**config.mk**
```make
export PLATFORM = sky130hd
export DESIGN_NAME = bds_fifo
export DESIGN_NICKNAME = d
export VERILOG_FILES = /design/src/rtl/core/bds_fifo.sv
export SDC_FILE = /design/constraint.sdc
export NUM_CORES = 1
export LEC_CHECK = 0
export ABC_AREA = 1
export ABC_CLOCK_PERIOD_IN_PS = 2530
export BUFFER_PORTS_ARGS = -buffer_cell sky130_fd_sc_hd__buf_4
export CORE_AREA = 2 2 121 123
export CTS_CLUSTER_DIAMETER = 150
export DETAILED_ROUTE_END_ITERATION = 10
export DIE_AREA = 0 0 123 125
export GPL_ROUTABILITY_DRIVEN = 0
export PLACE_DENSITY = 0.62
export RECOVER_POWER = 50
export SETUP_SLACK_MARGIN = 0.2
export SYNTH_ARGS = -nofsm -noshare
export SYNTH_HDL_FRONTEND = slang
export SYNTH_SLANG_ARGS = --single-unit
```
**constraint.sdc**
```tcl
create_clock -name clk_i -period 2.53 [get_ports clk_i]
set_clock_uncertainty 0.2 [all_clocks]
set_input_delay 0.506 -clock clk_i [delete_from_list [all_inputs] [get_ports clk_i]]
set_output_delay 0.506 -clock clk_i [all_outputs]
set_load 0.005 [all_outputs]
```
**src/rtl/core/bds_fifo.sv**
```systemverilog
module bds_fifo #(
  parameter int unsigned WIDTH = 32,
  parameter int unsigned DEPTH = 4
) (
  input  logic             clk_i,
  input  logic             rst_ni,
  input  logic             push_i,
  input  logic [WIDTH-1:0] wdata_i,
  output logic             full_o,
  input  logic             pop_i,
  output logic [WIDTH-1:0] rdata_o,
  output logic             empty_o
);

  localparam int unsigned PW = (DEPTH > 1) ? $clog2(DEPTH) : 1;

  logic [WIDTH-1:0] mem_q [DEPTH];
  logic [PW-1:0]    wr_q, wr_d, rd_q, rd_d;
  logic [PW:0]      cnt_q, cnt_d;
  logic             do_push, do_pop;

  assign full_o  = (cnt_q == (PW+1)'(DEPTH));
  assign empty_o = (cnt_q == '0);
  assign do_push = push_i && !full_o;
  assign do_pop  = pop_i && !empty_o;
  assign rdata_o = mem_q[rd_q];

  always_comb begin
    wr_d  = wr_q;
    rd_d  = rd_q;
    cnt_d = cnt_q;
    if (do_push) begin
      wr_d = (wr_q == PW'(DEPTH-1)) ? '0 : wr_q + 1'b1;
    end
    if (do_pop) begin
      rd_d = (rd_q == PW'(DEPTH-1)) ? '0 : rd_q + 1'b1;
    end
    if (do_push && !do_pop) begin
      cnt_d = cnt_q + 1'b1;
    end else if (do_pop && !do_push) begin
      cnt_d = cnt_q - 1'b1;
    end
  end

  always_ff @(posedge clk_i or negedge rst_ni) begin
    if (!rst_ni) begin
      wr_q  <= '0;
      rd_q  <= '0;
      cnt_q <= '0;
    end else begin
      wr_q  <= wr_d;
      rd_q  <= rd_d;
      cnt_q <= cnt_d;
    end
  end

  always_ff @(posedge clk_i) begin
    if (do_push) begin
      mem_q[wr_q] <= wdata_i;
    end
  end

endmodule

```
**Word level (Yosys, flattened, before mapping)**

Memories as Yosys holds them, arrays and structs flattened.
Index checks and enable logic that the tools add are counted.

- Register bits: 7
- RAM bits: 128
- Bits of input ports: 36
- Output and inout bits: 34
- Word-level logic and storage cells: 27
- Memories: 1

- $add $sub $neg: 4
- Equal/unequal tests: 3
- Muxes and demuxes: 6
- Reductions and logical operators: 10

Memory list:

| name | words | width | rd ports | clocked after Yosys merged registers in | wr ports | RTL line | RTL |
|---|---|---|---|---|---|---|---|
| mem_q | 4 | 32 | 1 | 0 | 1 | 17 | `logic [WIDTH-1:0] mem_q [DEPTH];` |

Operator list:

| kind | count |
|---|---|
| 2-to-1 mux 3 bit | 2 |
| adder 2 x 1 -> 2 bit (second input constant) | 2 |
| == test 2 bit (second input constant) | 2 |
| logical AND 1 bit | 4 |
| zero test 1 bit | 4 |
| 2-to-1 mux 2 bit | 2 |
| adder 3 x 1 -> 3 bit (second input constant) | 1 |
| == test 3 bit (second input constant) | 1 |
| zero test 3 bit | 1 |
| subtractor 3 x 1 -> 3 bit (second input constant) | 1 |
| 2-to-1 mux 1 bit | 2 |
| nonzero test 2 bit | 1 |

**Logic depth before layout (Yosys ltp)**

Gate-level depths: netlist of the first run.

- Depth in word-level cells: 7
- Depth in mapped cells: 12
- Gate-level depth less buffers: 12

**Worst setup path before layout of the first run**

Ideal clock, no wire load.

- Path type: reg-to-reg
- Start: reg cnt_q[0]
- End: mem mem_q[0][0] (enable)
- Library setup time: 421 ps
- Arrival time: 2081 ps
- Required time: 1909 ps
- Slack: -172 ps
- Stages on the path, launching flop included: 5
- Buffers on the path: 0
- Clock period less this slack: 2702 ps
- Path through: dfrtp_1 -> inv_1 -> nand3_1 -> nand2_1 -> nor2_1

- Longest elaborated chain between the ends: 5

RTL lines:

| what | RTL line | RTL |
|---|---|---|
| start: declaration | 19 | `logic [PW:0] cnt_q, cnt_d;` |
| start signal: assignment | 53 | `cnt_q <= cnt_d;` |
| == test 3 bit | 22 | `assign full_o = (cnt_q == (PW+1)'(DEPTH));` |
| zero test 1 bit | 24 | `assign do_push = push_i && !full_o;` |
| logical AND 1 bit | 24 |  |
| 2-to-1 mux 1 bit | 58 | `if (do_push) begin` |
| 2-to-1 mux 1 bit (not written as such) | 59 | `mem_q[wr_q] <= wdata_i;` |
| end: declaration | 17 |  |

Every way passes these cells.

**Worst setup path in the final report of the first run**

- Start: reg rd_q[0]
- End: out rdata_o[23]

- Longest elaborated chain between the ends: 1

RTL lines:

| what | RTL line | RTL |
|---|---|---|
| start: declaration | 18 | `logic [PW-1:0] wr_q, wr_d, rd_q, rd_d;` |
| start signal: assignment | 52 | `rd_q <= rd_d;` |
| memory (4 x 32 bit) | n/a |  |
| end: declaration | 11 | `output logic [WIDTH-1:0] rdata_o,` |

Every way passes these cells.

==> results of run 1 <==
==> power by group through the flow <==
stage | clock network [mW] | logic [mW] | registers (mW)
global placement | 0 | 2.58 | 3.22
finish | 2.36 | 3.22 | 3.10
global route | 2.51 | 3.60 | 3.14
CTS | 2.41 | 3.18 | 3.10
floorplan | 0 | 1.50 | 3.11
detailed placement | 0 | 2.61 | 3.24
==> worst paths after layout <==
path / start / endpoint / cells after the start
worst max register to register: cnt_q[0] / mem_q[3][5] / 6
worst min register to register: cnt_q[2] / cnt_q[2] / 2
max in group asynchronous: rst_ni / rd_q[0] / 2
min in group asynchronous: rst_ni / cnt_q[2] / 2
worst max-delay path: rd_q[0] / rdata_o[23] / 5
worst min-delay path: wdata_i[18] / mem_q[0][18] / 1
==> cell usage after synthesis <==
master    instances  area share (%)
edfxtp_1        128              70
o21ai_0           1           0.091
nand3_1           7            0.64
fa_1              1            0.36
inv_2             1           0.068
dfrtp_1           7             3.2
inv_1            79             5.4
ha_1              6             1.4
o211ai_1         64             8.7
buf_4             1            0.14
xnor2_1           1            0.16
nand2_1         111             7.6
buf_2            18             1.6
clkbuf_1          2            0.14
nand4_1           1            0.11
nor2_1            6            0.41
==> final cells by class <==
type	instances	area (um^2)	area share, %
flip-flops and latches	135	4020	57.1
multi-input cells	198	1100	15.6
repair buffers	96	828	11.7
clock buffers	19	433	6.14
inverters	80	303	4.29
well taps	184	230	3.27
clock inverters	11	134	1.90
==> registers in the layout, indices dropped and copies added, names as in the netlist <==
register,cells
mem_q,128
cnt_q,3
rd_q,2
wr_q,2
==> logic make-up after synthesis <==
logic type | synth area share (%)
AO/OA/AOI/OAI | 8.84
XOR/XNOR | 0.159
adder cells (fa/ha/maj) | 1.73
buffers and inverters | 7.38
flip-flops | 73.1
AND/OR/NAND/NOR | 8.75
==> routing by layer <==
| metal | global-route usage [%] | vias to the layer above | wire, um |
|---|---|---|---|
| met5 | 0 | - | 0 |
| met4 | 6.48 | 0 | 210 |
| met3 | 4.47 | 15 | 562 |
| met2 | 25.7 | 95 | 5690 |
| met1 | 19.4 | 1648 | 4820 |
| li1 | - | 1681 | - |
==> metrics by stage <==
step	setup TNS, ns	total power, mW	std cells	utilization [%]	worst slack (ns)
floorplan	-22.06	4.61	434	-	-0.172
global placement	0	5.80	680	44.5	0.406
detailed placement	0	5.85	680	44.5	0.396
CTS	0	8.69	720	50.0	0.166
global route	0	9.25	723	49.6	0.0920
finish	0	8.68	723	49.6	0.187
==> repair_timing <==
action,in CTS,in global routing
hold buffers,1,0
buffers inserted,6,1
gates cloned,3,2
pin swaps,31,47
endpoints found under the hold margin,7,0
setup endpoints to repair,32,32
resized for setup,18,9
==> results by group, run 1 <==
Detailed routing
  • DRT iter0 DRCs: between 150 and 200
  • Total length of routed wires: between 10000 and 15000 um
  • Vias per cell: approximately 4.8
  • Routed WL per cell: roughly 16 um
  • Initial DRT Pass Iterations: 4
  • Antenna-violating nets left: 0
  • DRC violations left: 0
  • Vias: between 3000 and 4000

Clocking
  • Clk_lat worst skew: around 0.40 ns
  • Htree depth: 4
  • CTS Buf Count: 17
  • CTS tree: done
  • Root buf cell: clkbuf_16
  • Clock sinks: approximately 140
  • Clk buf depth: 2
  • CTS clk-pin slew, worst paths: ~0.050 ns

Floorplan
  • Starting Density: about two fifths
  • Die area: ~15000 um^2
  • I/O Pins: 70
  • Die H: approximately 130 um
  • Core area: 14200 um^2
  • Die Wd: approximately 120 um
  • Cell Rows: 44

Hold path
  • Hold WC Path Type: in2reg

Global route
  • First-pass GRT wire length: around 18000 um
  • Aggregate global routing overflow: 0
  • Initial antenna violation count: 0
  • Global Route Usage Sum: 15.7%
  • Vias in the first global route: around 3500
  • Largest net degree at the start of global routing: 35

Power
  • Psw: 2.67 mW
  • Pwr/cell area: 1230 nW/um^2
  • Sequential share of power: 35.7%
  • LEAKAGE: between 2 and 3 nW
  • Comb power frac: approximately 37%
  • Sw Share: roughly 31%
  • Power share of the clock group: a little over a quarter
  • Max IR drop VDD: between 0.0005 and 0.0006 V
  • Int Pwr: between 6 and 7 mW

Critical path
  • Worst Path Required: 1.82 ns
  • R2r setup slk: roughly 0.47 ns
  • Crit Path Max Fanout: 13
  • Arrival @ worst endpoint: around 1.6 ns
  • CP startpoint kind: flip-flop
  • Endpoint class of the critical path: output pin
  • Crit-path slowest cell: dfrtp_4
  • Setup CP Type: reg2out
  • Delay-heaviest family, CP: flip-flops
  • Critical path, cell by cell: buf_8, buf_12, o211ai_1, nand2_1, buf_6
  • Largest stage delay, worst path: between 0.5 and 0.6 ns
  • Worst path buffer plus inverter count: 3

Run status
  • Status: complete, no violations

Timing
  • Slew Limit Fails: 0
  • FMAX: 427 MHz
  • Count of final hold-check violations: 0
  • RSZ-0062 raised after global routing: yes
  • Worst-Margin Slew: roughly 0.59 ns
  • Max_slew headroom: 60.5%
  • Final Hold Slack: 0.156 ns
  • Minimum clock period: ~2.3 ns
  • # setup viols final: 0
  • Final worst-path cycle share: between 90% and 100%

Final layout
  • Layout cells sized above 1: between 10% and 20%
  • Area Overhead vs Synth: 28.3%
  • Commonest cells after routing, fill and taps aside: edfxtp_1 (128), nand2_1 (111), inv_1 (79), o211ai_1 (64), clkbuf_1 (37)
  • Antenna Cells: 0
  • Filler instances: ~1300
  • Design Area, Final: approximately 7100 um^2
  • Most common cell after layout, fill and taps aside: edfxtp_1
  • Final Net Count: roughly 570

Logic synthesis
  • Post-synth cell types: 16
  • Register area share after synthesis: about three quarters
  • #FFs+latches synth: around 140
  • Yosys warning count: 0
  • Net Count, Synth: 477
  • Mean Syn Cell Area: 12.7 um^2
  • Post-Syn Area: 5490 um^2
  • Syn Inst Count: ~430

Placed design
  • Port Buf Inserts: 69
  • DP HPWL: approximately 6500 um
  • DP Area: between 6000 and 7000 um^2

Flow run
  • Max-Cap Viols: 0
Power figures use the tool's default switching activity.
==> inputs of run 2 (changes only) <==
CELL_PAD_IN_SITES_DETAIL_PLACEMENT = 0   (was not set)
CELL_PAD_IN_SITES_GLOBAL_PLACEMENT = 1   (was not set)
CTS_CLUSTER_DIAMETER = 100   (was 150)
PLACE_DENSITY = 0.73   (was 0.62)
==> results by group, run 2 (synthesized netlist as in run 1, its figures left out) <==
Placed design
  • Port Buf Inserts: 69 (unchanged)
  • Worst slack, placed: 0.432 ns (was 0.396 ns)
  • DP HPWL: 6460 um (was 6490 um)

Power
  • Sw Share: 30.9% (was 30.8%)
  • Pwr/cell area: 1250 nW/um^2 (was 1230 nW/um^2)
  • Total power: 8.82 mW (was 8.68 mW)
  • Comb power frac: 36.4% (was 37.1%)
  • Power share of the clock group: 28.5% (was 27.2%)
  • Sequential share of power: 35.1% (was 35.7%)
  • LEAKAGE: 2.82 nW (was 2.81 nW)
  • Int Pwr: 6.09 mW (was 6.01 mW)
  • Psw: 2.73 mW (was 2.67 mW)
  • Max IR drop VDD: 0.000532 V (was 0.000570 V)

Detailed routing
  • Met3 wire length: 467 um (was 562 um)
  • Total length of routed wires: 11400 um (was 11300 um)
  • DRC violations left: 0 (unchanged)
  • Met1 wire length: 5020 um (was 4820 um)
  • Wire length on met2: 5750 um (was 5690 um)
  • Vias: 3408 (was 3439)
  • Vias per cell: 4.71 (was 4.76)
  • DRT iter0 DRCs: 208 (was 161)
  • Antenna-violating nets left: 0 (unchanged)
  • Initial DRT Pass Iterations: 5 (was 4)
  • Top sig layer: met4 (unchanged)
  • Routed WL per cell: 15.7 um (was 15.6 um)

Timing
  • Max_slew headroom: 63.6% (was 60.5%)
  • Count of final hold-check violations: 0 (unchanged)
  • Minimum clock period: 2.36 ns (was 2.34 ns)
  • PnR worst setup slack: 0.172 ns (was 0.187 ns)
  • # setup viols final: 0 (unchanged)
  • FMAX: 424 MHz (was 427 MHz)
  • RSZ-0062 raised after global routing: yes (unchanged)
  • Slew Limit Fails: 0 (unchanged)
  • Worst-Margin Slew: 0.545 ns (was 0.593 ns)
  • TNS Setup: 0 ns (unchanged)
  • Final worst-path cycle share: 93.2% (was 92.6%)

Critical path
  • Worst Path Required: 1.82 ns (about the same)
  • Largest stage delay, worst path: 0.50 ns (was 0.51 ns)
  • Critical path, cell by cell: buf_12, clkbuf_16, o211ai_1, nand2_1, buf_4 (was buf_8, buf_12, o211ai_1, nand2_1, buf_6)
  • Crit-path slowest cell: dfrtp_4 (unchanged)
  • R2r setup slk: 0.36 ns (was 0.47 ns)
  • Worst path buffer plus inverter count: 3 (unchanged)
  • Endpoint class of the critical path: output pin (unchanged)
  • Setup CP Type: reg2out (unchanged)
  • Crit Path Max Fanout: 9 (was 13)
  • Arrival @ worst endpoint: 1.65 ns (was 1.64 ns)
  • Delay-heaviest family, CP: flip-flops (unchanged)
  • CP startpoint kind: flip-flop (unchanged)

Final layout
  • Registers with the most flip-flops: mem_q x128, cnt_q x3 (unchanged)
  • Final Net Count: 570 (was 571)
  • Commonest cells after routing, fill and taps aside: edfxtp_1 (128), nand2_1 (111), inv_1 (79), o211ai_1 (64), buf_4 (37) (was edfxtp_1 (128), nand2_1 (111), inv_1 (79), o211ai_1 (64), clkbuf_1 (37))
  • Layout cells sized above 1: 17.8% (was 17.1%)
  • Largest register FFs: 128 (unchanged)
  • Antenna Cells: 0 (unchanged)
  • Most common cell after layout, fill and taps aside: edfxtp_1 (unchanged)
  • Area occupied by registers: 4020 um^2 (about the same)
  • Top reg by flops: mem_q (unchanged)
  • Area of the multi-input gates: 1100 um^2 (unchanged)
  • Area Overhead vs Synth: 28.9% (was 28.3%)
  • Filler instances: 1256 (was 1275)

Floorplan
  • Core area: 14200 um^2 (unchanged)
  • Die area: 15400 um^2 (unchanged)
  • Die H: 125 um (unchanged)
  • Starting Density: 38.7% (unchanged)
  • I/O Pins: 70 (unchanged)
  • Die Wd: 123 um (unchanged)
  • Cell Rows: 44 (unchanged)

Clocking
  • CTS tree: done (unchanged)
  • CTS Buf Count: 17 (unchanged)
  • Clk buf depth: 2 (unchanged)
  • Clk_lat worst skew: 0.41 ns (was 0.40 ns)
  • Htree depth: 4 (unchanged)
  • Clock sinks: 135 (unchanged)
  • Root buf cell: clkbuf_16 (unchanged)
  • CTS clk-pin slew, worst paths: 0.05 ns (about the same)

Global route
  • Initial antenna violation count: 0 (unchanged)
  • First-pass GRT wire length: 16900 um (was 17800 um)
  • Vias in the first global route: 3320 (was 3476)
  • Aggregate global routing overflow: 0 (unchanged)
  • Global Route Usage Sum: 15.0% (was 15.7%)
  • Largest net degree at the start of global routing: 38 (was 35)

Run status
  • Status: complete, no violations (unchanged)

Hold path
  • Hold WC Path Type: in2reg (unchanged)

Flow run
  • Max-Cap Viols: 0 (unchanged)
[run 2: area by class of cell]
cell class / count / area share [%]
flip-flops and latches: 135 / 56.8
multi-input cells: 198 / 15.5
repair buffers: 95 / 11.5
clock buffers: 19 / 6.11
inverters: 80 / 4.28
well taps: 184 / 3.25
clock inverters: 13 / 2.54
[run 2: power groups by stage]
| stage | Clock, mW | Sequential (mW) | Combinational (mW) |
|---|---|---|---|
| after floorplan | 0 | 3.11 | 1.50 |
| final | 2.52 | 3.09 | 3.21 |
| after CTS | 2.57 | 3.12 | 2.83 |
| after global placement | 0 | 3.20 | 2.61 |
| after detailed placement | 0 | 3.22 | 2.67 |
| after global routing | 2.66 | 3.13 | 3.54 |
[run 2: path summary, 6_finish.rpt]
check,to,from,cells after the start
max in group asynchronous,rd_q[0],rst_ni,2
worst min register to register,cnt_q[2],cnt_q[2],2
worst max register to register,mem_q[1][26],cnt_q[0],6
worst max-delay path,rdata_o[15],rd_q[0],5
worst min-delay path,mem_q[2][25],wdata_i[25],1
min in group asynchronous,cnt_q[2],rst_ni,2
[run 2: timing repair]
item	4_1_cts	5_1_grt
setup endpoints to repair	25	31
resized for setup	3	19
pin swaps	0	61
setup buffers	3	3
endpoints found under the hold margin	7	0
hold buffers	1	0
gates cloned	0	5
[run 2: per-layer routing]
layer	vias up	global-route usage (%)
met2	61	24.9
met1	1648	18.3
met3	13	4.88
li1	1686	-
met4	0	5.61
met5	-	0
[run 2: per-stage QoR]
stage	util (%)	hold WS (ns)	instances	instance area, um^2
2_1_floorplan	-	0.0104	434	5490
3_3_place_gp	44.5	0.125	680	6330
3_5_place_dp	44.5	0.127	680	6330
4_1_cts	49.2	0.0684	716	6990
5_1_grt	49.9	0.141	724	7080
6_report	49.9	0.148	724	7080
==> inputs of run 3 (changes only) <==
CELL_PAD_IN_SITES_DETAIL_PLACEMENT = 1   (was 0)
CELL_PAD_IN_SITES_GLOBAL_PLACEMENT = 2   (was 1)
CORE_AREA = 2 2 129 131   (was 2 2 121 123)
DIE_AREA = 0 0 131 133   (was 0 0 123 125)
PLACE_DENSITY = 0.75   (was 0.73)
==> results by group, run 3 (synthesized netlist as in run 1, its figures left out) <==
Final layout
  • Filler instances: 1711 (was 1256)
  • Largest register FFs: 128 (unchanged)
  • Area occupied by registers: 4020 um^2 (unchanged)
  • Area Overhead vs Synth: 28.7% (was 28.9%)
  • Top reg by flops: mem_q (unchanged)
  • Commonest cells after routing, fill and taps aside: edfxtp_1 (128), nand2_1 (111), inv_1 (79), o211ai_1 (64), buf_4 (44) (was edfxtp_1 (128), nand2_1 (111), inv_1 (79), o211ai_1 (64), buf_4 (37))
  • Antenna Cells: 0 (unchanged)
  • Layout Cells excl Fill: 761 (was 724)
  • Most common cell after layout, fill and taps aside: edfxtp_1 (unchanged)
  • Final Net Count: 572 (was 570)
  • Registers with the most flip-flops: mem_q x128, cnt_q x3 (unchanged)
  • Layout cells sized above 1: 17.2% (was 17.8%)
  • Area of the multi-input gates: 1100 um^2 (unchanged)

Timing
  • RSZ-0062 raised after global routing: yes (unchanged)
  • Final worst-path cycle share: 93.9% (was 93.2%)
  • Slew Limit Fails: 0 (unchanged)
  • Worst-Margin Slew: 0.576 ns (was 0.545 ns)
  • Minimum clock period: 2.38 ns (was 2.36 ns)
  • # setup viols final: 0 (unchanged)
  • Final Hold Slack: 0.150 ns (was 0.148 ns)
  • Max_slew headroom: 61.6% (was 63.6%)
  • FMAX: 421 MHz (was 424 MHz)
  • Count of final hold-check violations: 0 (unchanged)

Placed design
  • DP HPWL: 7590 um (was 6460 um)
  • Port Buf Inserts: 69 (unchanged)
  • Placed cell count: 719 (was 680)

Power
  • Sw Share: 31.3% (was 30.9%)
  • Pwr/cell area: 1240 nW/um^2 (was 1250 nW/um^2)
  • Int Pwr: 6.03 mW (was 6.09 mW)
  • Comb power frac: 36.2% (was 36.4%)
  • Psw: 2.74 mW (was 2.73 mW)
  • Max IR drop VDD: 0.000413 V (was 0.000532 V)
  • Sequential share of power: 35.4% (was 35.1%)
  • LEAKAGE: 2.79 nW (was 2.82 nW)
  • Power share of the clock group: 28.4% (was 28.5%)

Hold path
  • Hold Path Sink: rd_q[1] (was mem_q[2][25])
  • Worst Min Path Start: pop_i (was wdata_i[25])
  • Hold WC Path Type: in2reg (unchanged)
  • Hold path cells: 3 (was 1)

Flow run
  • Max-Cap Viols: 0 (unchanged)

Critical path
  • Worst Path Required: 1.82 ns (about the same)
  • Crit-path slowest cell: dfrtp_4 (unchanged)
  • Critical path, cell by cell: buf_12, buf_8, o211ai_1, nand2_1, buf_6 (was buf_12, clkbuf_16, o211ai_1, nand2_1, buf_4)
  • Worst r2r path cells: 6 (unchanged)
  • R2r setup slk: 0.42 ns (was 0.36 ns)
  • CP startpoint kind: flip-flop (unchanged)
  • Arrival @ worst endpoint: 1.67 ns (was 1.65 ns)
  • Largest stage delay, worst path: 0.49 ns (was 0.50 ns)
  • Setup CP Type: reg2out (unchanged)
  • Reg-to-Reg End: mem_q[0][17] (was mem_q[1][26])
  • FF-to-FF Start: cnt_q[0] (unchanged)
  • Crit Path Max Fanout: 8 (was 9)
  • Endpoint class of the critical path: output pin (unchanged)

Clocking
  • Htree depth: 4 (unchanged)
  • Clk_lat worst skew: 0.41 ns (about the same)
  • CTS Buf Count: 17 (unchanged)
  • CTS tree: done (unchanged)
  • CTS clk-pin slew, worst paths: 0.05 ns (about the same)
  • Clock sinks: 135 (unchanged)
  • Root buf cell: clkbuf_16 (unchanged)
  • Clk buf depth: 2 (unchanged)

Run status
  • Status: complete, no violations (unchanged)

Detailed routing
  • Met1 wire length: 5310 um (was 5020 um)
  • DRT iter0 DRCs: 192 (was 208)
  • Met3 wire length: 600 um (was 467 um)
  • Initial DRT Pass Iterations: 4 (was 5)
  • Vias: 3523 (was 3408)
  • Vias per cell: 4.63 (was 4.71)
  • Routed WL per cell: 16.5 um (was 15.7 um)
  • Wire length on met2: 6500 um (was 5750 um)
  • Top sig layer: met5 (was met4)
  • Total length of routed wires: 12600 um (was 11400 um)
  • DRC violations left: 0 (unchanged)
  • Antenna-violating nets left: 0 (unchanged)

Floorplan
  • I/O Pins: 70 (unchanged)
  • Starting Density: 34.0% (was 38.7%)
  • Die H: 133 um (was 125 um)
  • Die Wd: 131 um (was 123 um)
  • Core area: 16200 um^2 (was 14200 um^2)
  • Die area: 17400 um^2 (was 15400 um^2)
  • Cell Rows: 47 (was 44)

Global route
  • Initial antenna violation count: 1 (was 0)
  • Aggregate global routing overflow: 0 (unchanged)
  • Vias in the first global route: 3803 (was 3320)
  • Largest net degree at the start of global routing: 35 (was 38)
  • Global Route Usage Sum: 15.6% (was 15.0%)
  • First-pass GRT wire length: 19800 um (was 16900 um)
==> run 3: cell count changes in the layout (fill, tap and decap cells not counted), moves of 3 or more <==
cell	before	now
clkbuf_16	22	19
buf_4	37	44
clkinv_4	3	0
buf_12	8	5
clkinv_2	3	0
==> run 3: worst max-delay path by stage <==
stage,from,end,slack (ns),depth (start not counted)
2_1_floorplan,cnt_q[0],mem_q[0][0],-0.17,4
3_3_place_gp,rd_q[0],rdata_o[26],0.30,5
3_5_place_dp,rd_q[0],rdata_o[5],0.25,5
4_1_cts,rd_q[0],rdata_o[27],0.14,5
5_1_grt,rd_q[0],rdata_o[8],0.09,5
6_report,rd_q[0],rdata_o[27],0.15,5
==> run 3: through the flow <==
step                      setup WS [ns]  util [%]  area (um^2)  setup TNS (ns)  power, mW
after detailed placement          0.247      39.3         6360               0       5.92
after CTS                         0.141      44.1         7140               0       8.81
after global routing             0.0853      43.7         7070               0       9.30
final                             0.154      43.7         7070               0       8.77
after global placement            0.300      39.3         6360               0       5.83
after floorplan                  -0.172         -         5490          -22.06       4.61
==> run 3: layout make-up <==
cell class / instances / share of cell area [%]
timing repair buffer: 97 / 11.0
clock inverter: 10 / 2.18
multi-input combinational: 198 / 15.6
clock buffer: 21 / 6.23
sequential: 135 / 56.9
tap: 220 / 3.89
inverter: 80 / 4.28
==> run 3: critical path: cells and delay by family (launching register included) <==
family | cells | cell delay (ns)
AO/OA/AOI/OAI | 1 | 0.17
AND/OR/NAND/NOR | 1 | 0.15
flip-flops | 1 | 0.49
buffers and inverters | 3 | 0.45
==> run 3: power by group through the flow <==
stage	sequential, mW	combinational, mW	clock [mW]
after floorplan	3.11	1.50	0
after global placement	3.23	2.60	0
after detailed placement	3.25	2.67	0
after CTS	3.10	3.17	2.54
after global routing	3.14	3.53	2.63
final	3.10	3.17	2.49
==> run 3: metal layers <==
layer / vias up / track usage [%]
li1: 1690 / -
met1: 1742 / 18.9
met2: 72 / 26.0
met3: 17 / 4.57
met4: 2 / 5.85
met5: - / 0
==> run 3: what timing repair did <==
item / CTS / global route
hold buffers: 1 / 0
buffers inserted: 7 / 0
pin swaps: 41 / 30
endpoints found under the setup margin: 32 / 32
gates cloned: 1 / 2
endpoints found under the hold margin: 7 / 0
resized for setup: 17 / 4
