===== src/rtl/core/bds_pkg.sv =====
package bds_pkg;

  localparam int unsigned FACTOR_W     = 5;
  localparam int unsigned DIM_W        = 13;
  localparam int unsigned CFG_IDX_W    = 2;
  localparam int unsigned CFG_DATA_W   = 13;
  localparam int unsigned PIX_W        = 8;
  localparam int unsigned HEIGHT_LIMIT = 4096;
  localparam int unsigned QUEUE_DEPTH  = 4;

  localparam int unsigned DEF_MAX_WIDTH  = 4096;
  localparam int unsigned DEF_MAX_FACTOR = 16;

  localparam logic [CFG_IDX_W-1:0] CFG_FACTOR = 2'd0;
  localparam logic [CFG_IDX_W-1:0] CFG_WIDTH  = 2'd1;
  localparam logic [CFG_IDX_W-1:0] CFG_HEIGHT = 2'd2;

  localparam logic [FACTOR_W-1:0] FACTOR_RST = 5'd2;
  localparam logic [DIM_W-1:0]    WIDTH_RST  = 13'd640;
  localparam logic [DIM_W-1:0]    HEIGHT_RST = 13'd480;

  // per-pixel flags handed from front to back
  typedef struct packed {
    logic first;
    logic emit;
    logic done;
  } flags_t;

  localparam int unsigned FLAGS_W = $bits(flags_t);

endpackage


===== src/rtl/core/bds_front.sv =====
module bds_front #(
  parameter int unsigned MAX_WIDTH  = 4096,
  parameter int unsigned MAX_FACTOR = 16
) (
  input  logic                            clk_i,
  input  logic                            rst_ni,
  input  logic                            cfg_we_i,
  input  logic [bds_pkg::CFG_IDX_W-1:0]   cfg_idx_i,
  input  logic [bds_pkg::CFG_DATA_W-1:0]  cfg_data_i,
  input  logic                            in_valid_i,
  output logic                            in_stall_o,
  input  logic [bds_pkg::PIX_W-1:0]       red_in_i,
  input  logic [bds_pkg::PIX_W-1:0]       green_in_i,
  input  logic [bds_pkg::PIX_W-1:0]       blue_in_i,
  input  logic                            q_full_i,
  output logic                            q_push_o,
  output logic [bds_pkg::FLAGS_W+$clog2(MAX_WIDTH)+3*bds_pkg::PIX_W-1:0] q_data_o,
  output logic [2*$clog2(MAX_FACTOR+1)-1:0] area_o
);
  import bds_pkg::*;

  localparam int unsigned AW     = $clog2(MAX_WIDTH);
  localparam int unsigned OCW    = $clog2(MAX_WIDTH+1);
  localparam int unsigned FW     = $clog2(MAX_FACTOR+1);
  localparam int unsigned AREA_W = 2*FW;
  localparam int unsigned DCW    = $clog2(DIM_W);

  typedef enum logic [1:0] {D_IDLE, D_W, D_H} dstate_e;

  logic [FACTOR_W-1:0] factor_q;
  logic [DIM_W-1:0]    width_q, height_q;
  logic [FW-1:0]       f_eff;
  logic [DIM_W-1:0]    w_eff, h_eff;

  dstate_e             dst_q;
  logic [DCW-1:0]      dcnt_q;
  logic [FW:0]         drem_q, dt, drem_n;
  logic                dbit;
  logic [DIM_W-1:0]    used_w_q, used_h_q;
  logic [AREA_W-1:0]   area_q;

  logic [DIM_W-1:0]    col_q, row_q;
  logic [FW-1:0]       cib_q, rib_q;
  logic [OCW-1:0]      oc_q;
  logic                accept, act, lastc, lastr;
  flags_t              flags;

  // effective settings after range clamping
  always_comb begin
    if (factor_q == '0) begin
      f_eff = FW'(1);
    end else if (32'(factor_q) > MAX_FACTOR) begin
      f_eff = FW'(MAX_FACTOR);
    end else begin
      f_eff = FW'(factor_q);
    end
    if (width_q == '0) begin
      w_eff = DIM_W'(1);
    end else if (32'(width_q) > MAX_WIDTH) begin
      w_eff = DIM_W'(MAX_WIDTH);
    end else begin
      w_eff = width_q;
    end
    if (height_q == '0) begin
      h_eff = DIM_W'(1);
    end else if (32'(height_q) > HEIGHT_LIMIT) begin
      h_eff = DIM_W'(HEIGHT_LIMIT);
    end else begin
      h_eff = height_q;
    end
  end

  // bit-serial remainder of width and height by the factor
  assign dbit   = (dst_q == D_H) ? h_eff[dcnt_q] : w_eff[dcnt_q];
  assign dt     = {drem_q[FW-1:0], dbit};
  assign drem_n = (dt >= {1'b0, f_eff}) ? dt - {1'b0, f_eff} : dt;

  always_ff @(posedge clk_i or negedge rst_ni) begin
    if (!rst_ni) begin
      factor_q <= FACTOR_RST;
      width_q  <= WIDTH_RST;
      height_q <= HEIGHT_RST;
      dst_q    <= D_W;
      dcnt_q   <= DCW'(DIM_W-1);
      drem_q   <= '0;
      used_w_q <= '0;
      used_h_q <= '0;
      area_q   <= '0;
    end else if (cfg_we_i) begin
      case (cfg_idx_i)
        CFG_FACTOR: factor_q <= cfg_data_i[FACTOR_W-1:0];
        CFG_WIDTH:  width_q  <= cfg_data_i[DIM_W-1:0];
        CFG_HEIGHT: height_q <= cfg_data_i[DIM_W-1:0];
        default: ;
      endcase
      dst_q  <= D_W;
      dcnt_q <= DCW'(DIM_W-1);
      drem_q <= '0;
    end else begin
      case (dst_q)
        D_W: begin
          drem_q <= drem_n;
          if (dcnt_q == '0) begin
            used_w_q <= w_eff - DIM_W'(drem_n);
            dst_q    <= D_H;
            dcnt_q   <= DCW'(DIM_W-1);
            drem_q   <= '0;
          end else begin
            dcnt_q <= dcnt_q - 1'b1;
          end
        end
        D_H: begin
          drem_q <= drem_n;
          if (dcnt_q == '0) begin
            used_h_q <= h_eff - DIM_W'(drem_n);
            area_q   <= {FW'(0), f_eff} * {FW'(0), f_eff};
            dst_q    <= D_IDLE;
          end else begin
            dcnt_q <= dcnt_q - 1'b1;
          end
        end
        default: ;
      endcase
    end
  end

  assign in_stall_o = (dst_q != D_IDLE) || q_full_i;
  assign accept     = in_valid_i && !in_stall_o;

  assign lastc = ({1'b0, cib_q} + 1'b1) >= {1'b0, f_eff};
  assign lastr = ({1'b0, rib_q} + 1'b1) >= {1'b0, f_eff};
  assign act   = (col_q < used_w_q) && (row_q < used_h_q) && (32'(oc_q) < MAX_WIDTH);

  assign flags.first = (rib_q == '0) && (cib_q == '0);
  assign flags.emit  = lastr && lastc;
  assign flags.done  = (({1'b0, row_q} + 1'b1) >= {1'b0, used_h_q})
                    && (({1'b0, col_q} + 1'b1) >= {1'b0, used_w_q});

  assign q_push_o = accept && act;
  assign q_data_o = {flags, oc_q[AW-1:0], red_in_i, green_in_i, blue_in_i};
  assign area_o   = area_q;

  always_ff @(posedge clk_i or negedge rst_ni) begin
    logic [DIM_W:0] col_n, row_n;
    logic [OCW:0]   oc_n;
    logic [FW-1:0]  cib_n, rib_n;
    logic [DIM_W-1:0] col_v, row_v;
    if (!rst_ni) begin
      col_q <= '0;
      row_q <= '0;
      cib_q <= '0;
      rib_q <= '0;
      oc_q  <= '0;
    end else if (accept) begin
      col_n = {1'b0, col_q} + 1'b1;
      row_n = {1'b0, row_q} + 1'b1;
      rib_n = rib_q;
      row_v = row_q;
      if (lastc) begin
        cib_n = '0;
        oc_n  = {1'b0, oc_q} + 1'b1;
      end else begin
        cib_n = cib_q + 1'b1;
        oc_n  = {1'b0, oc_q};
      end
      col_v = col_n[DIM_W-1:0];
      if (col_n >= {1'b0, w_eff}) begin
        col_v = '0;
        cib_n = '0;
        oc_n  = '0;
        rib_n = lastr ? '0 : rib_q + 1'b1;
        row_v = row_n[DIM_W-1:0];
        if (row_n >= {1'b0, h_eff}) begin
          row_v = '0;
          rib_n = '0;
        end
      end
      if (32'(oc_n) > MAX_WIDTH) begin
        oc_n = (OCW+1)'(MAX_WIDTH);
      end
      col_q <= col_v;
      row_q <= row_v;
      cib_q <= cib_n;
      rib_q <= rib_n;
      oc_q  <= oc_n[OCW-1:0];
    end
  end

endmodule


===== config.mk =====
export PLATFORM = sky130hd
export DESIGN_NAME = bds_front
export DESIGN_NICKNAME = d
export VERILOG_FILES = /design/src/rtl/core/bds_pkg.sv /design/src/rtl/core/bds_front.sv
export SDC_FILE = /design/constraint.sdc
export NUM_CORES = 1
export LEC_CHECK = 0
export BUFFER_PORTS_ARGS = -buffer_cell sky130_fd_sc_hd__clkbuf_2
export CELL_PAD_IN_SITES_DETAIL_PLACEMENT = 0
export CELL_PAD_IN_SITES_GLOBAL_PLACEMENT = 1
export CORE_AREA = 2 2 177 179
export CTS_BUF_LIST = sky130_fd_sc_hd__clkbuf_4 sky130_fd_sc_hd__clkbuf_8 sky130_fd_sc_hd__clkbuf_16
export DETAILED_ROUTE_END_ITERATION = 16
export DIE_AREA = 0 0 179 181
export GPL_ROUTABILITY_DRIVEN = 0
export PLACE_DENSITY_LB_ADDON = 0.1
export SKIP_LAST_GASP = 1
export SLEW_MARGIN = 20
export SYNTH_ARGS = -nofsm -noshare
export SYNTH_HDL_FRONTEND = slang
export SYNTH_SLANG_ARGS = --single-unit

===== constraint.sdc =====
create_clock -name clk_i -period 5.5 [get_ports clk_i]
set_input_delay 0.55 -clock clk_i [delete_from_list [all_inputs] [get_ports clk_i]]
set_output_delay 0.55 -clock clk_i [all_outputs]
set_load 0.1 [all_outputs]

Word-level counts from Yosys, hierarchy flattened
Cells that the tools add are included.

storage, ports and cells
  register bits after elaboration = 127
  input bits = 44
  output and inout bits = 51
  word-level logic and storage cells = 108

operators by class
  add/subtract/negate cells = 11
  $mul = 1
  order comparisons = 15
  equality and inequality tests = 7
  muxes and demuxes = 33
  bitwise operators = 1
  reduce and logical (&&, ||, !) cells = 26

operators by type and width
  cell                   count
  $mux 13                7
  $ge 14x13->1           4
  $add 13x1->14 const B  3
  $mux 14                3
  $mux 5                 8
  $gt 13x13->1 const B   2
  $logic_not 13->1       2
  $lt 13x13->1           2
  $sub 13x6->13          2
  $ge 6x5->1             3
  $logic_not 5->1        3
  $gt 14x13->1 const B   1
  $lt 13x13->1 const B   1
  $add 5x1->6 const B    2
  $mux 4                 3
  $add 5x1->5 const B    2
  $mul 5x5->10           1
  $pmux 5 s2             1
  $reduce_and 2->1       5
  $reduce_and 3->1       3
  $bmux 1 s4             2
  $pmux 4 s2             1
  $logic_and 1x1->1      7
  $mux 2                 3
  18 further kinds       23

Depth between registers and ports, before layout
Gate-level depths: netlist (run 1).

  depth in word-level cells = 11
  mapped depth = 24
  depth with buffers taken out = 23

Worst setup path before layout (run 1)
OpenSTA, ideal clock, no wires.

  path kind = flip-flop to flip-flop
  start point = register dcnt_q[0]
  end point = register used_w_q[9]
  library setup time = 121 ps
  arrival time = 5351 ps
  required time = 5379 ps
  path slack = 29 ps
  stages on the path, launching flop included = 24
  path buffers = 1
  clock period less this slack = 5471 ps
  cells stage by stage = dfrtp_1 clkbuf_1 mux4_2 nand2_1 o31a_1 a21oi_1 nor2_1 a21oi_1 a32oi_1 ha_1 inv_1 fa_1 a21o_1 a21o_1 a21oi_1 mux2i_1 ha_1 a21o_1 a21oi_1 nor2_1 a221o_1 a221oi_2 mux2i_1 nand2_1

on the way
  longest elaborated chain between the ends = 6
  elaborated cells on any way between the ends = 11
  classes of those cells = add/sub: 2; order compare: 1; mux: 6; reduce/logical: 2

RTL lines
  what                                       line              text
  start: declaration                         bds_front.sv:36   logic [DCW-1:0] dcnt_q;
  start signal: assignment                   bds_front.sv:84   dcnt_q <= DCW'(DIM_W-1);
  start signal: assignment                   bds_front.sv:97   dcnt_q <= DCW'(DIM_W-1);
  start signal: assignment                   bds_front.sv:106  dcnt_q <= DCW'(DIM_W-1);
  $bmux 1 s4                                 bds_front.sv:74   assign dbit = (dst_q == D_H) ? h_eff[dcnt_q] : w_eff[dcnt_q];
  $mux 1 (not written as such)               bds_front.sv:74
  $mux 1                                     bds_front.sv:74
  $sub 6x5->6 or $ge 6x5->1 (tied branches)  bds_front.sv:76   assign drem_n = (dt >= {1'b0, f_eff}) ? dt - {1'b0, f_eff} : dt;
  $mux 6                                     bds_front.sv:76
  $sub 13x6->13                              bds_front.sv:104  used_w_q <= w_eff - DIM_W'(drem_n);
  end signal: assignment                     bds_front.sv:104
  end: declaration                           bds_front.sv:39   logic [DIM_W-1:0] used_w_q, used_h_q;

Several ways; a longest one is shown, not always the timed one. The select of a mux whose other input is x is not followed.
A chain may end at the register's enable or synchronous reset.

Final worst setup path (run 1)
Same ends and word-level chain as after synthesis.

==> summary.txt, run 1 <==
Routing
  • Met3 WL: between 1000 and 1500 µm
  • Via count: just under 9000
  • Drt drc: 0
  • WL met1: roughly 15000 µm
  • DR iter-0 viols: 410
  • Wirelength per Cell: ~19 µm
  • Drt pass-1 iters: 5
  • Final WL: 30400 µm
  • Number of vias per cell: ~5.3
  • ANT nets after route: 0
  • Top routing layer in use: met4
  • Met2 routed WL: between 10000 and 15000 µm

Timing
  • Final hold vios: 0
  • Setup Skew: 13.5 ps
  • Fmax: just under 200 MHz
  • Fin Hold WS: 138 ps
  • Least-Margin Pin Slew: roughly 1000 ps
  • Setup TNS Final: 0 ps
  • Worst slew margin: a little under a third
  • Final Cycle Share: between 90 and 100%
  • Endpoints failing setup: 0
  • Post-route minimum period: about 5000 ps
  • Max-slew violations: 0

Final layout
  • Share of cells above drive strength 1: between 10% and 20%
  • Final net count: roughly 1400
  • P&R area growth vs syn: 11.4%
  • Diodes inserted: 0

Worst hold path
  • Hold Crit Class: primary input to async pin

Worst setup path
  • Crit start category: flop
  • Critical Path End Type: flop
  • CP Class: flop to flop
  • Worst-path fanout max: 9
  • CP Data Arrival Time: around 5400 ps
  • Worst path required time: slightly below 6000 ps
  • R2R setup slack: between 300 and 400 ps

Synthesis
  • Dominant synthesized flop cell: dfrtp_1
  • Yosys warns: 0
  • Synth Instances: 1190
  • #FFs+latches synth: roughly 130
  • Area leader, netlist: dfrtp_1
  • Commonest cells in the netlist: nand2_1 (131), ha_1 (120), dfrtp_1 (116), o21ai_0 (91), inv_1 (88)
  • Post-synth EDFFs: 0
  • Synthesized area: 10600 µm²
  • Sequential share of the synthesized area: between 20% and 30%
  • Unique cell type count in the Yosys netlist: 93
  • Top cells by area, synth: dfrtp_1 (27%), ha_1 (14%), nand2_1 (4.7%), o21ai_0 (4.3%), mux2_2 (3.3%)
  • Mapped Avg Cell Area: a little under 9 µm²
  • Post-synth top area share: 27.5%
  • Most frequent cell after synthesis: nand2_1
  • Share of flip-flops with an asynchronous set or reset: between 90% and 100%

Power
  • Comb pwr share: approximately 52%
  • Net Sw Frac: 44.9%
  • Peak VDD IR: 0.000263 V
  • Pwr Density: approximately 430 nW/µm²
  • Seq pwr share: between 20% and 30%
  • Clock power share: between 20% and 30%
  • Leakage: between 0.005 and 0.006 µW
  • Internal power: approximately 2800 µW
  • Switch Pwr: around 2300 µW

Die
  • I/O pin cnt: 95
  • Starting Density: a little over a third
  • Rows: 64
  • Chip height: between 150 and 200 µm
  • Die area: ~32000 µm²
  • Chip width: 179 µm
  • Core area: a little over 30000 µm²

Global route
  • Initial antenna violation count: 0
  • First-pass GRT wire length: between 40000 and 50000 µm
  • Pin count of the biggest net entering global routing: 71
  • Remaining Overflow, GRT: 0
  • Gr usage total: 19.7%
  • Number of global-route vias before repair: 8662

Clocking
  • TritonCTS Buffers: 17
  • CTS tree: built
  • Post-CTS setup buffer count: 0
  • Clock sink total: approximately 130
  • Clock buffer depth: 2
  • Clk Latency, worst-skew pair: 440 ps
  • H-tree level count: 4
  • Clock Pin Slew Worst Setup and Hold Paths: 60 ps
  • Post-CTS Hold Buffers: 0
  • CTS root buf: clkbuf_16
  • Post-cts resize count: 0

Run
  • Max-cap check violation count: 0

Placement
  • HPWL after detailed placement: 23900 µm
  • IO Port Bufs: 45

Status
  • Run status: finished clean
critical path, stage by stage, from the launching register on:
cell,delay (ps)
dfrtp_1,380
buf_4,220
mux4_2,510
nand3_1,90
o211ai_1,100
a32oi_2,250
ha_1,230
inv_1,60
fa_1,400
a21o_1,210
a21o_1,220
a21oi_4,240
mux2i_2,300
ha_1,270
a21o_1,190
a21oi_2,200
nor2_1,70
a221o_1,430
a221oi_4,310
mux2i_1,230
nand2_1,70
flip-flops by register name, summed over array words and instances, names as in the netlist, 9 cells and up:
name,cells
row_q,13
width_q,13
used_w_q,13
area_o,9
used_h_q,13
oc_q,13
height_q,13
col_q,13
logic make-up (layout without fill, tap and decap cells):
kind of cell / count (synthesis) / count (layout) / share of synthesized area [%]
buffers and inverters: 156 / 198 / 7.06
muxes: 46 / 46 / 5.23
AOI/OAI and AO/OA: 304 / 304 / 20.0
other: 2 / 5 / 0.0711
DFF: 126 / 126 / 30.0
and+or+nand+nor: 379 / 379 / 18.0
xor gates and xnor gates: 50 / 50 / 4.14
adders and majority gates: 127 / 127 / 15.5
metrics by stage:
| step | cell area (µm²) | util [%] | instances | setup WS [ps] | total power (µW) |
|---|---|---|---|---|---|
| floorplan | 10600 | - | 1193 | 28.6 | 3190 |
| global placement | 11100 | 36.7 | 1599 | 151 | 3840 |
| detailed placement | 11100 | 36.7 | 1599 | 23.9 | 3830 |
| CTS | 11700 | 38.7 | 1631 | 0.183 | 5030 |
| global route | 11800 | 38.8 | 1631 | -15.3 | 5390 |
| finish | 11800 | 38.8 | 1631 | 397 | 5010 |
cell usage in the layout (no fill, tap or decap), types with 10 or more instances in the layout:
cell and count:
nand2_1 131, ha_1 120, dfrtp_1 116, o21ai_0 91, inv_1 88, nor2_1 62
a21oi_1 44, clkbuf_2 44, buf_4 33, nand3_1 32, mux2_2 31, xnor2_1 30
nor3_1 30, nor2b_1 26, o21a_1 24, xor2_1 20, a21o_1 20, o31ai_1 17
clkbuf_16 17, nand2b_1 15, nor4_1 13, o211ai_1 11, and3_1 10, a31oi_1 10
dfstp_2 10
power by group through the flow:
stage | logic, µW | clock network (µW) | registers [µW]
after global placement | 2580 | 0 | 1260
after global routing | 2880 | 1240 | 1270
after CTS | 2580 | 1200 | 1240
final | 2610 | 1160 | 1240
after detailed placement | 2570 | 0 | 1260
after floorplan | 1990 | 0 | 1190
routing by layer:
layer	GRT usage, %	vias up
li1	-	4315
met1	27.2	4136
met2	31.0	165
met3	3.60	37
met4	5.92	0
met5	0	-
layout make-up:
cell class	count	area [µm²]
multi-input combinational	911	6710
sequential	126	3170
tap	396	495
clock inverter	14	156
clock buffer	18	439
inverter	88	330
fill	3070	18600
timing repair buffer	78	479
final timing paths:
path | startpoint | cells past startpoint | endpoint
worst max-delay path | dcnt_q[0]$_DFFE_PN0P_ | 20 | used_w_q[9]$_DFFE_PN0P_
worst min register to register | used_w_q[1]$_DFFE_PN0P_ | 2 | used_w_q[1]$_DFFE_PN0P_
max in group asynchronous | rst_ni | 2 | width_q[3]$_DFFE_PN0P_
worst min-delay path | rst_ni | 1 | rib_q[1]$_DFFE_PN0P_
worst max register to register | dcnt_q[0]$_DFFE_PN0P_ | 20 | used_w_q[9]$_DFFE_PN0P_
min in group clk_i | cfg_data_i[5] | 2 | height_q[5]$_DFFE_PN1P_
Power figures use the tool's default switching activity.
==> run 2, diff against run 1 <==
--- a/config.mk
+++ b/config.mk
@@ -8,10 +8,10 @@
 export BUFFER_PORTS_ARGS = -buffer_cell sky130_fd_sc_hd__clkbuf_2
 export CELL_PAD_IN_SITES_DETAIL_PLACEMENT = 0
 export CELL_PAD_IN_SITES_GLOBAL_PLACEMENT = 1
-export CORE_AREA = 2 2 177 179
+export CORE_AREA = 2 2 162 164
 export CTS_BUF_LIST = sky130_fd_sc_hd__clkbuf_4 sky130_fd_sc_hd__clkbuf_8 sky130_fd_sc_hd__clkbuf_16
 export DETAILED_ROUTE_END_ITERATION = 16
-export DIE_AREA = 0 0 179 181
+export DIE_AREA = 0 0 164 166
 export GPL_ROUTABILITY_DRIVEN = 0
 export PLACE_DENSITY_LB_ADDON = 0.1
 export SKIP_LAST_GASP = 1
==> summary.txt, run 2 (synthesis results as in run 1) <==
Worst setup path
  • R2R Path End: used_w_q[9]$_DFFE_PN0P_
  • Worst r2r src: dcnt_q[0]$_DFFE_PN0P_
  • Worst path required time: 5810 ps (about the same)
  • CP Class: flop to flop
  • Critical Path End Type: flop
  • Worst-case reg-to-reg path depth: 20 (unchanged)
  • R2R setup slack: 410 ps (about the same)
  • Crit start category: flop
  • Worst-path fanout max: 9 (unchanged)
  • CP Data Arrival Time: 5400 ps (-20 ps)

Timing
  • Endpoints failing setup: 0 (unchanged)
  • Fmax: 196 MHz (+0.25%)
  • Fin Hold WS: 112 ps (-26.4 ps)
  • RSZ-0062 raised after global routing: no
  • Max-slew violations: 0 (unchanged)
  • Final hold vios: 0 (unchanged)
  • Worst slew margin: 33.9% (+3.5 points)
  • Setup TNS Final: 0 ps (unchanged)
  • Least-Margin Pin Slew: 983 ps (-51.4 ps)
  • Final Cycle Share: 92.5% (-0.24 points)
  • Post-route minimum period: 5090 ps (-12.9 ps)
  • Setup Skew: 13.7 ps (+0.205 ps)

Clocking
  • Clock Pin Slew Worst Setup and Hold Paths: 70 ps (about the same)
  • TritonCTS Buffers: 17 (unchanged)
  • Clk Latency, worst-skew pair: 430 ps (about the same)
  • Post-CTS setup buffer count: 0 (unchanged)
  • Clock buffer depth: 2 (unchanged)
  • Clock sink total: 126 (unchanged)
  • Post-CTS Hold Buffers: 0 (unchanged)
  • H-tree level count: 4 (unchanged)
  • CTS tree: built
  • CTS root buf: clkbuf_16

Routing
  • Via count: 8707 (+0.62%)
  • Drt drc: 0 (unchanged)
  • Final WL: 29400 µm (-3.3%)
  • Number of vias per cell: 5.56 (+4.9%)
  • Drt pass-1 iters: 5 (unchanged)
  • Wirelength per Cell: 18.8 µm (+0.82%)
  • ANT nets after route: 0 (unchanged)
  • DR iter-0 viols: 504 (+23%)

Worst hold path
  • Hold Crit Class: primary input to async pin

Placement
  • HPWL after detailed placement: 22600 µm (-5.7%)
  • Dpl cells: 1533 (-4.1%)
  • IO Port Bufs: 45 (unchanged)

Global route
  • First-pass GRT wire length: 47400 µm (-3.0%)
  • Gr usage total: 22.3% (+2.7 points)
  • Initial antenna violation count: 0 (unchanged)
  • Number of global-route vias before repair: 8498 (-1.9%)
  • Remaining Overflow, GRT: 0 (unchanged)
  • Pin count of the biggest net entering global routing: 67 (-5.6%)

Final layout
  • Fillers: 2518 (-18%)
  • Share of cells above drive strength 1: 16.2% (-0.096 points)
  • Most frequent cells in the layout: nand2_1 (131), ha_1 (120), dfrtp_1 (116)
  • Final std cells w/o fill: 1565 (-4.0%)
  • Final net count: 1388 (-0.36%)
  • Area of the multi-input gates: 6730 µm² (+0.22%)
  • Most common cell after layout, fill and taps aside: nand2_1
  • P&R area growth vs syn: 10.6%
  • Reg area: 3170 µm² (unchanged)
  • Diodes inserted: 0 (unchanged)

Die
  • Starting Density: 41.3% (+6.4 points)
  • Chip width: 164 µm (-8.4%)
  • Rows: 59 (-7.8%)
  • Chip height: 166 µm (-8.3%)
  • Core area: 25600 µm² (-16%)
  • Die area: 27200 µm² (-16%)
  • I/O pin cnt: 95 (unchanged)

Power
  • Pwr Density: 433 nW/µm² (+1.7%)
  • Switch Pwr: 2290 µW (+1.6%)
  • Peak VDD IR: 0.000225 V (-14%)
  • Net Sw Frac: 45.2% (+0.31 points)
  • Comb pwr share: 51.7% (-0.4 points)
  • Seq pwr share: 24.6% (-0.2 points)
  • Internal power: 2770 µW (+0.36%)
  • Clock power share: 23.7% (+0.6 points)
  • Leakage: 0.00528 µW (-0.57%)

Run
  • Max-cap check violation count: 0 (unchanged)

Status
  • Run status: finished clean
run 2: changes by cell type in the layout (fill, tap and decap cells not counted), sizes merged:
cell      before  now
clkinvlp       1    3
clkinv         6    3
buf           34   29
clkbuf        62   63
run 2: power groups by stage:
stage	sequential, µW	combinational, µW	clock (µW)
after CTS	1240	2570	1220
final	1240	2610	1200
after global routing	1270	2870	1260
after detailed placement	1260	2540	0
after global placement	1250	2560	0
after floorplan	1190	1990	0
run 2: repair_timing:
item	in CTS	in global routing
pin swaps	0	0
setup endpoints to repair	3	11
gates resized for setup	1	8
run 2: layout make-up:
type	count	share of cell area [%]
inverter	88	2.83
tap	335	3.59
clock buffer	19	3.87
clock inverter	13	1.31
timing repair buffer	73	3.78
multi-input combinational	911	57.5
sequential	126	27.1
run 2: worst max path at each step:
stage	cells past startpoint	startpoint	to	slack [ps]
6_report	20	dcnt_q[0]$_DFFE_PN0P_	used_w_q[9]$_DFFE_PN0P_	410
5_1_grt	21	dcnt_q[0]$_DFFE_PN0P_	used_h_q[12]$_DFFE_PN0P_	50
4_1_cts	20	dcnt_q[0]$_DFFE_PN0P_	used_w_q[9]$_DFFE_PN0P_	130
3_5_place_dp	20	dcnt_q[0]$_DFFE_PN0P_	used_w_q[9]$_DFFE_PN0P_	9
3_3_place_gp	20	dcnt_q[0]$_DFFE_PN0P_	used_w_q[9]$_DFFE_PN0P_	110
2_1_floorplan	23	dcnt_q[0]$_DFFE_PN0P_	used_w_q[9]$_DFFE_PN0P_	30
run 2: per-stage QoR:
step	instance area, µm²	worst slack [ps]	total power [µW]	util [%]
after global placement	11000	115	3810	43.0
after CTS	11600	130	5020	45.4
final	11700	410	5060	45.6
after global routing	11700	52.3	5400	45.6
after floorplan	10600	28.6	3190	-
after detailed placement	11000	9.20	3800	43.0
run 2: routing by layer:
metal  global-route usage [%]  part of all wire, %  vias to the layer above  wire length (µm)
met5                        0                    0                        -                 0
met4                     6.37                  2.1                        0               614
met3                     3.25                  3.0                       40               896
met2                     34.7                   45                      154             13400
met1                     32.3                   50                     4209             14600
li1                         -                    -                     4304                 -
run 2: critical path, stage by stage (launching register included):
cell and delay, ps:
dfrtp_1 360, buf_4 200, mux4_2 520, nand3_1 100
o211ai_1 110, a32oi_2 260, ha_1 210, inv_1 50
fa_1 400, a21o_1 210, a21o_1 220, a21oi_4 240
mux2i_2 310, ha_1 270, a21o_1 190, a21oi_2 210
nor2_1 60, a221o_1 430, a221oi_4 330, mux2i_1 220
nand2_1 70
==> run 3, diff against run 2 <==
--- a/config.mk
+++ b/config.mk
@@ -6,6 +6,7 @@
 export NUM_CORES = 1
 export LEC_CHECK = 0
 export BUFFER_PORTS_ARGS = -buffer_cell sky130_fd_sc_hd__clkbuf_2
+export CAP_MARGIN = 40
 export CELL_PAD_IN_SITES_DETAIL_PLACEMENT = 0
 export CELL_PAD_IN_SITES_GLOBAL_PLACEMENT = 1
 export CORE_AREA = 2 2 162 164
==> constraint.sdc (replaced) <==
create_clock -name clk_i -period 5.5 [get_ports clk_i]
set_input_delay 0.825 -clock clk_i [delete_from_list [all_inputs] [get_ports clk_i]]
set_output_delay 0.825 -clock clk_i [all_outputs]
set_load 0.1 [all_outputs]
==> summary.txt, run 3 (synthesis results as in run 1) <==
Run
  • Max-cap check violation count: 0 (unchanged)

Worst setup path
  • CP Class: flop to flop
  • Critical Path End Type: flop
  • Crit-path cells: buf_4 -> nor4_1 -> nand3_1 -> a21oi_1 -> mux2i_1 -> or3_1 -> a21oi_1 -> a32oi_2 -> ha_1 -> inv_1 -> fa_1 -> a21o_1 -> a21o_1 -> a21oi_4 -> mux2i_1 -> ha_1 -> a21o_1 -> a21oi_1 -> nor2_1 -> a221o_1 -> a221oi_4 -> mux2i_1 -> nand2_1
  • CP Data Arrival Time: 5510 ps (+110 ps)
  • Crit path buffers/inverters: 2 (unchanged)
  • Crit start category: flop
  • Top delay family on crit path: compound AO/OA/AOI/OAI gates
  • Worst-case reg-to-reg path depth: 23 (+15%)
  • Worst path required time: 5820 ps (about the same)
  • Largest stage delay on the critical path: 450 ps (-70 ps)
  • Crit-path slowest cell: nor4_1
  • Cell count along the critical path: 23 (+15%)
  • Worst-path fanout max: 6 (-3)

Timing
  • Endpoints failing setup: 0 (unchanged)
  • Max-slew violations: 0 (unchanged)
  • Fin Hold WS: 263 ps (+151 ps)
  • Setup Skew: 13.4 ps (-0.320 ps)
  • Post-route minimum period: 5200 ps (+108 ps)
  • Final Cycle Share: 94.5% (+2.0 points)
  • Worst slew margin: 43.0% (+9.0 points)
  • Fmax: 192 MHz (-2.1%)
  • Final WS setup: 302 ps (-108 ps)
  • Least-Margin Pin Slew: 834 ps (-150 ps)
  • Final hold vios: 0 (unchanged)

Die
  • I/O pin cnt: 95 (unchanged)
  • Die area: 27200 µm² (unchanged)
  • Chip width: 164 µm (unchanged)
  • Core area: 25600 µm² (unchanged)
  • Rows: 59 (unchanged)
  • Starting Density: 41.3% (unchanged)
  • Chip height: 166 µm (unchanged)

Global route
  • First-pass GRT wire length: 48200 µm (+1.6%)
  • Number of global-route vias before repair: 8509 (+0.13%)
  • Pin count of the biggest net entering global routing: 67 (unchanged)
  • Gr usage total: 22.6% (+0.28 points)
  • Remaining Overflow, GRT: 0 (unchanged)
  • Initial antenna violation count: 0 (unchanged)

Routing
  • Drt pass-1 iters: 5 (unchanged)
  • Final WL: 29400 µm (-0.28%)
  • DR iter-0 viols: 634 (+26%)
  • Number of vias per cell: 5.55 (-0.17%)
  • Via count: 8720 (+0.15%)
  • Drt drc: 0 (unchanged)
  • Wirelength per Cell: 18.7 µm (-0.60%)
  • ANT nets after route: 0 (unchanged)

Clocking
  • Clock Pin Slew Worst Setup and Hold Paths: 70 ps (about the same)
  • TritonCTS Buffers: 17 (unchanged)
  • CTS tree: built
  • Post-CTS setup buffer count: 0 (unchanged)
  • Post-CTS Hold Buffers: 0 (unchanged)
  • Clock buffer depth: 2 (unchanged)
  • CTS root buf: clkbuf_16
  • Clock sink total: 126 (unchanged)
  • H-tree level count: 4 (unchanged)
  • Clk Latency, worst-skew pair: 430 ps (about the same)

Final layout
  • Fillers: 2576 (+2.3%)
  • Most frequent cells in the layout: nand2_1 (131), ha_1 (120), dfrtp_1 (116)
  • Final net count: 1393 (+0.36%)
  • Share of cells above drive strength 1: 16.2% (about the same)
  • P&R area growth vs syn: 11.0%
  • Diodes inserted: 0 (unchanged)
  • Most common cell after layout, fill and taps aside: nand2_1

Status
  • Run status: finished clean

Power
  • Leakage: 0.00533 µW (+0.86%)
  • Pwr Density: 430 nW/µm² (-0.62%)
  • Peak VDD IR: 0.000244 V (+8.3%)

Worst hold path
  • Hold Crit Class: primary input to async pin

Placement
  • Pre-CTS WS: 19.2 ps (+10.0 ps)
  • IO Port Bufs: 45 (unchanged)
  • HPWL after detailed placement: 22800 µm (+1.1%)
run 3: path summary, 6_finish.rpt:
kind                                         start                  endpoint  slack (ps)
max reg2reg                 width_q[6]$_DFFE_PN0P_   used_w_q[9]$_DFFE_PN0P_         300
max                         width_q[6]$_DFFE_PN0P_   used_w_q[9]$_DFFE_PN0P_         300
min                                         rst_ni      rib_q[3]$_DFFE_PN0P_         260
max in group asynchronous                   rst_ni  used_w_q[11]$_DFFE_PN0P_        4090
min in group clk_i         used_w_q[8]$_DFFE_PN0P_   used_w_q[8]$_DFFE_PN0P_         480
min reg2reg                used_w_q[8]$_DFFE_PN0P_   used_w_q[8]$_DFFE_PN0P_         480
run 3: what timing repair did:
action / CTS / global route
gates resized for setup: 0 / 5
setup endpoints to repair: 0 / 13
hold endpoints to repair: 0 / 0
run 3: layout make-up:
class	count	area (µm²)	share of cell area, %
inverter	88	330	2.82
clock buffer	18	439	3.74
sequential	126	3170	27.0
multi-input combinational	911	6710	57.2
clock inverter	14	169	1.44
timing repair buffer	78	500	4.27
tap	335	419	3.57
run 3: stage by stage:
step	power, µW	utilization (%)	area (µm²)	TNS (ps)	cells
2_1_floorplan	3190	-	10600	0	1193
3_3_place_gp	3820	43.1	11000	0	1535
3_5_place_dp	3810	43.2	11100	0	1537
4_1_cts	5040	45.6	11700	0	1569
5_1_grt	5410	45.8	11700	-3.55	1570
6_report	5040	45.8	11700	0	1570
run 3: power breakdown:
group | internal, µW | total, µW | switching (µW)
Combinational | 992 | 2600 | 1610
Sequential | 1070 | 1240 | 168
Clock | 698 | 1210 | 508
Total | 2760 | 5040 | 2280
run 3: routing by layer:
layer	part of all wire (%)	wire length [µm]	up-vias	global-route usage (%)
met4	1.3	382	0	4.84
met2	45	13300	192	34.8
met1	49	14500	4189	33.3
li1	-	-	4315	-
met3	4.0	1180	24	3.65
met5	0	0	-	0
